### src/design/sqpc_pkg.sv
// sqpc_pkg: shared types, constants and the microcode table of the subleq core
package sqpc_pkg;

    // field widths
    localparam int CMD_W       = 2;
    localparam int ADDR_W      = 14;
    localparam int WORD_W      = 32;
    localparam int ST_W        = 2;
    localparam int S_TDATA_W   = 48;
    localparam int M_TDATA_W   = 72;
    localparam int M_PAD_W     = M_TDATA_W - 2 * WORD_W - ST_W;
    localparam int STEP_W      = 4;

    // machine constants
    localparam int                MEM_WORDS_DEF = 16384;
    localparam logic [WORD_W-1:0] HALT_LIMIT    = WORD_W'(9997);
    localparam logic [ADDR_W-1:0] RESET_START   = ADDR_W'(9);
    localparam logic [WORD_W-1:0] INSN_WORDS    = WORD_W'(3);

    // request commands
    typedef enum logic [CMD_W-1:0] {
        CMD_WRITE   = 2'd0,
        CMD_READ    = 2'd1,
        CMD_EXEC    = 2'd2,
        CMD_RESTART = 2'd3
    } t_cmd;

    // result status codes
    typedef enum logic [ST_W-1:0] {
        ST_RUN   = 2'd0,
        ST_HALT  = 2'd1,
        ST_FAULT = 2'd2
    } t_status;

    // microcode addresses
    typedef logic [STEP_W-1:0] t_step;
    localparam t_step STEP_IDLE = 4'd0;
    localparam t_step STEP_WR   = 4'd1;
    localparam t_step STEP_RD   = 4'd2;
    localparam t_step STEP_RD2  = 4'd3;
    localparam t_step STEP_EX0  = 4'd4;
    localparam t_step STEP_EX1  = 4'd5;
    localparam t_step STEP_EX2  = 4'd6;
    localparam t_step STEP_EX3  = 4'd7;
    localparam t_step STEP_EX4  = 4'd8;
    localparam t_step STEP_EX5  = 4'd9;
    localparam t_step STEP_RS   = 4'd10;
    localparam t_step STEP_FIN  = 4'd11;

    // memory address source
    typedef enum logic [2:0] {
        AS_HOST, AS_PC0, AS_PC1, AS_PC2, AS_A, AS_B
    } t_asel;

    // register load target, fed from the memory read data
    typedef enum logic [2:0] {
        LD_NONE, LD_A, LD_B, LD_C, LD_MB, LD_RD
    } t_ld;

    // memory write source
    typedef enum logic [1:0] {
        WR_NONE, WR_HOST, WR_RES
    } t_wr;

    // counter operation
    typedef enum logic [1:0] {
        OP_NONE, OP_PC_UPD, OP_RESTART
    } t_op;

    // sequencing condition
    typedef enum logic [2:0] {
        CD_DISPATCH, CD_GO, CD_EXEC_CHK, CD_B_CHK, CD_A_CHK, CD_OUT
    } t_cond;

    typedef struct packed {
        t_asel asel;
        t_ld   ld;
        t_wr   wr;
        t_op   op;
        t_cond cond;
        t_step target;
    } t_uword;

    // sequencer to datapath
    typedef struct packed {
        t_uword uw;
        logic   accept;
        logic   set_fault;
        logic   out_load;
    } t_ctrl;

    // datapath to sequencer
    typedef struct packed {
        logic skip;
        logic pc_bad;
        logic b_bad;
        logic a_bad;
        logic out_free;
    } t_flags;

    // microcode table
    function automatic t_uword ucode_rom(input t_step step);
        t_uword uw;
        uw = '{asel: AS_HOST, ld: LD_NONE, wr: WR_NONE, op: OP_NONE,
               cond: CD_GO, target: STEP_FIN};
        case (step)
            STEP_IDLE: begin
                uw.cond   = CD_DISPATCH;
                uw.target = STEP_IDLE;
            end
            STEP_WR:   uw.wr = WR_HOST;
            STEP_RD:   uw.target = STEP_RD2;
            STEP_RD2:  uw.ld = LD_RD;
            STEP_EX0: begin
                uw.asel   = AS_PC0;
                uw.cond   = CD_EXEC_CHK;
                uw.target = STEP_EX1;
            end
            STEP_EX1: begin
                uw.asel   = AS_PC1;
                uw.ld     = LD_A;
                uw.target = STEP_EX2;
            end
            STEP_EX2: begin
                uw.asel   = AS_PC2;
                uw.ld     = LD_B;
                uw.target = STEP_EX3;
            end
            STEP_EX3: begin
                uw.asel   = AS_B;
                uw.ld     = LD_C;
                uw.cond   = CD_B_CHK;
                uw.target = STEP_EX4;
            end
            STEP_EX4: begin
                uw.asel   = AS_A;
                uw.ld     = LD_MB;
                uw.cond   = CD_A_CHK;
                uw.target = STEP_EX5;
            end
            STEP_EX5: begin
                uw.asel = AS_B;
                uw.wr   = WR_RES;
                uw.op   = OP_PC_UPD;
            end
            STEP_RS:   uw.op = OP_RESTART;
            STEP_FIN: begin
                uw.cond   = CD_OUT;
                uw.target = STEP_IDLE;
            end
            default:   uw.target = STEP_IDLE;
        endcase
        return uw;
    endfunction

endpackage

### src/design/sqpc_useq.sv
// sqpc_useq: step counter and microcode sequencer of the subleq core
module sqpc_useq import sqpc_pkg::*; (
    input  logic   i_clk,
    input  logic   i_rst_n,
    input  logic   i_in_valid,
    input  t_cmd   i_cmd,
    input  t_flags i_flags,
    output t_ctrl  o_ctrl,
    output logic   o_in_ready
);

    t_step  r_step;
    t_step  n_step;
    t_uword w_uw;
    logic   w_accept;
    logic   w_set_fault;
    logic   w_out_load;

    // control word of the current step, no request taken while in reset
    assign w_uw       = ucode_rom(r_step);
    assign o_in_ready = (r_step == STEP_IDLE) && i_rst_n;

    // next step and side effects of the condition
    always_comb begin
        n_step      = r_step;
        w_accept    = 1'b0;
        w_set_fault = 1'b0;
        w_out_load  = 1'b0;
        case (w_uw.cond)
            CD_DISPATCH: begin
                if (i_in_valid) begin
                    w_accept = 1'b1;
                    case (i_cmd)
                        CMD_WRITE: n_step = STEP_WR;
                        CMD_READ:  n_step = STEP_RD;
                        CMD_EXEC:  n_step = STEP_EX0;
                        default:   n_step = STEP_RS;
                    endcase
                end
            end
            CD_GO: n_step = w_uw.target;
            CD_EXEC_CHK: begin
                if (i_flags.skip) begin
                    n_step = STEP_FIN;
                end else if (i_flags.pc_bad) begin
                    n_step      = STEP_FIN;
                    w_set_fault = 1'b1;
                end else begin
                    n_step = w_uw.target;
                end
            end
            CD_B_CHK: begin
                if (i_flags.b_bad) begin
                    n_step      = STEP_FIN;
                    w_set_fault = 1'b1;
                end else begin
                    n_step = w_uw.target;
                end
            end
            CD_A_CHK: begin
                if (i_flags.a_bad) begin
                    n_step      = STEP_FIN;
                    w_set_fault = 1'b1;
                end else begin
                    n_step = w_uw.target;
                end
            end
            CD_OUT: begin
                if (i_flags.out_free) begin
                    n_step     = w_uw.target;
                    w_out_load = 1'b1;
                end
            end
            default: n_step = STEP_IDLE;
        endcase
    end

    // step counter
    always_ff @(posedge i_clk) begin
        if (!i_rst_n) begin
            r_step <= STEP_IDLE;
        end else begin
            r_step <= n_step;
        end
    end

    assign o_ctrl = '{uw: w_uw, accept: w_accept, set_fault: w_set_fault,
                      out_load: w_out_load};

endmodule

### config.mk
export PLATFORM = sky130hd
export DESIGN_NAME = sqpc_useq
export DESIGN_NICKNAME = d
export VERILOG_FILES = /design/src/design/sqpc_pkg.sv /design/src/design/sqpc_useq.sv
export SDC_FILE = /design/constraint.sdc
export NUM_CORES = 1
export LEC_CHECK = 0
export BUFFER_PORTS_ARGS = -buffer_cell sky130_fd_sc_hd__buf_2
export CORE_AREA = 5 5 42 44
export CTS_BUF_LIST = sky130_fd_sc_hd__clkbuf_16
export CTS_CLUSTER_SIZE = 12
export DETAILED_ROUTE_END_ITERATION = 10
export DIE_AREA = 0 0 47 49
export PLACE_DENSITY = 0.78
export SLEW_MARGIN = 20
export SYNTH_ARGS = -nofsm -noshare
export SYNTH_HDL_FRONTEND = slang
export SYNTH_SLANG_ARGS = --single-unit
### constraint.sdc
create_clock -name i_clk -period 3.21 [get_ports i_clk]
set_clock_uncertainty 0.05 [all_clocks]
set_input_delay 0.642 -clock i_clk [delete_from_list [all_inputs] [get_ports i_clk]]
set_output_delay 0.642 -clock i_clk [all_outputs]
set_load 0.01 [all_outputs]
==> reports/qor.yml <==
setup_viol: 0
ff2ff_setup_slack_ps: 1500
crit_start: "r_step[0]"
clk_pin_slew_ps: 30
top_regs: "r_step (4)"
route.detailed.wl_per_inst_um: 13.1
cts_root_buffer: "clkbuf_16"
first_global_vias: 618
ioPinCount: 31
layout-drive-gt1-share_pct: 36.8
post_cts_buffers: 0
ctsResizeCount: 0
synth.avg_cell_area_um2: 6.97
end_kind: "primary output"
relSlewSlack_pct: 49.8
grt.overflow.total: 0
setup_tns_ps: 0
cp.required_ps: 2520
firstDrtPassIters: 4
sw_frac_of_total_pct: 47.1
synth_cell_types: 35
die_x_um: 47
crit_path_end: "o_ctrl[1]"
critical_path_class: "flip-flop to primary output"
grt_pass1_wl_mm: 2.68
status: "completed"
r2r_cells: 4
htreeDepth: 1
reg2reg_to: "r_step[3]"
ant_nets: 0
yosysSeqAreaShare_pct: 13.7
utilization_pct: 54.6
gp_congestion: 0.768
fmax_ghz: 0.399
period_needed_ps: 2510
drc: 0
clock_latency_ps: 220
layout.nets: 118
drt_iter0_drc: 11
coreArea_um2: 1400
fin_cells: 122
power.sequential.fraction_pct: 22.5
finalCritPeriodShare_pct: 78.1
netlist_instances: 84
rows: 14
crit_fanout: 21
synthesis.area_um2: 586
regMostFlops: "r_step"
placedCellCount: 119
clock-sinks: 4
grt_max_degree: 23
final_common_cell: "buf_2"
yosysWarnings: 0
p_int_uw: 442
largest_reg_flops: 4
powerDensity_nw_per_um2: 1100
grt_setup_unrepaired: "false"
post-dp-hpwl_mm: 1.12
hold_buffers: 0
slew_violations: 0
cap_violations: 0
power.leakage_nw: 0.339
die_y_um: 49
crit_path_start_kind: "flip-flop"
tightest_slew_ps: 752
clockBufferDepth: 2
synthToLayoutAreaGrowth_pct: 30.6
fp.dieArea_um2: 2300
final-hold-violation-count: 0
final_cell_mix: "30 x buf_2, 14 x nor2_1, 5 x nand2_1"
wl_mm: 1.60
p_sw_uw: 395
avgViaCountPerCell: 5.69
antenna_cells: 0
antenna_found_initial: 0
start_util_pct: 41.8
grtUsageTotal_pct: 15.2
synth_seq_cells: 4
numCtsBuffers: 3
hold_path_class: "input port to flip-flop"
cts_tree: "yes"
cp_data_arrival_time_ps: 1810
comb_power_share_pct: 54.2
p_clk_share_pct: 23.3
synth_fp_nets: 94
vias: 694
peakVddDrop_v: 0.000502
r2r-start: "r_step[1]"
portBuffers: 30
==> logic make-up after synthesis <==
group / count (synthesis) / share of synthesized area (%)
buffers and inverters: 13 / 12.6
and+or+nand+nor: 43 / 44.9
DFF: 4 / 13.7
xor gates and xnor gates: 2 / 2.99
AOI/OAI and AO/OA: 22 / 25.9
==> stage by stage <==
stage	setup slack [ps]	hold WS [ps]	power, mW	area [µm²]
after detailed placement	990	794	0.635	689
after global routing	530	660	0.911	764
after floorplan	1160	576	0.520	586
final	704	646	0.837	764
after global placement	1060	782	0.628	689
after CTS	725	644	0.841	764
==> routing by layer <==
metal	track usage, %	share of wire [%]
met2	23.5	50
met1	20.2	42
met4	5.53	0.62
met3	2.95	7.2
met5	0	0
==> how the worst min path moves through the flow <==
| stage | startpoint | to | slack (ps) | depth (start not counted) |
|---|---|---|---|---|
| after CTS | i_rst_n | r_step[2] | 640 | 2 |
| after global routing | i_rst_n | r_step[2] | 660 | 2 |
| after global placement | r_step[3] | r_step[2] | 780 | 1 |
| after floorplan | r_step[0] | r_step[0] | 580 | 4 |
| after detailed placement | r_step[3] | r_step[2] | 790 | 1 |
| final | i_rst_n | r_step[2] | 650 | 2 |
==> power by group through the flow <==
stage / sequential, mW / clock [mW] / combinational [mW]
detailed placement: 0.186 / 0 / 0.449
CTS: 0.186 / 0.195 / 0.459
finish: 0.189 / 0.195 / 0.454
global route: 0.203 / 0.203 / 0.505
floorplan: 0.0919 / 0 / 0.428
global placement: 0.181 / 0 / 0.447
==> synthesized netlist by cell type <==
| cell type | count | share of area (%) |
|---|---|---|
| nor3b_1 | 1 | 1.3 |
| or4_4 | 1 | 1.9 |
| xnor2_1 | 1 | 1.5 |
| and2_1 | 3 | 3.2 |
| nor4_2 | 1 | 2.1 |
| nand2b_1 | 3 | 3.2 |
| a31oi_1 | 3 | 3.2 |
| buf_4 | 5 | 6.4 |
| buf_2 | 5 | 4.3 |
| inv_1 | 2 | 1.3 |
| nand3b_1 | 3 | 3.8 |
| o311ai_0 | 1 | 1.5 |
| o21bai_1 | 3 | 3.8 |
| xor2_1 | 1 | 1.5 |
| nor4b_4 | 1 | 4.1 |
| nor3_1 | 3 | 2.6 |
| a221oi_1 | 1 | 1.5 |
| nor4bb_1 | 1 | 1.7 |
| o22ai_1 | 1 | 1.1 |
| dfxtp_1 | 4 | 14 |
| o21a_1 | 1 | 1.3 |
| a21boi_0 | 1 | 1.3 |
| or2_2 | 1 | 1.1 |
| a211oi_1 | 2 | 2.6 |
| nand2_1 | 5 | 3.2 |
| o21ai_1 | 2 | 1.7 |
| clkbuf_1 | 1 | 0.64 |
| nand4b_1 | 1 | 1.5 |
| a21oi_1 | 3 | 2.6 |
| nor2b_1 | 2 | 2.1 |
| nor2_1 | 14 | 9.0 |
| a21oi_4 | 1 | 2.8 |
| o21ai_0 | 3 | 2.6 |
| nor4b_1 | 2 | 3.0 |
| nor2_2 | 1 | 1.1 |
==> cell type report <==
| class | instances | area (µm²) |
|---|---|---|
| Inverter | 2 | 7.51 |
| Sequential cell | 4 | 80.1 |
| Clock buffer | 3 | 75.1 |
| Fill cell | 148 | 637 |
| Timing Repair Buffer | 30 | 150 |
| Multi-Input combinational cell | 67 | 432 |
| Tap cell | 16 | 20.0 |
==> critical path, stage by stage (launching register included) <==
cell	delay, ps
dfxtp_1	790
nand3b_1	270
nor2_1	200
a31oi_1	80
o21ai_0	100
buf_2	150
Power figures use the tool's default switching activity.
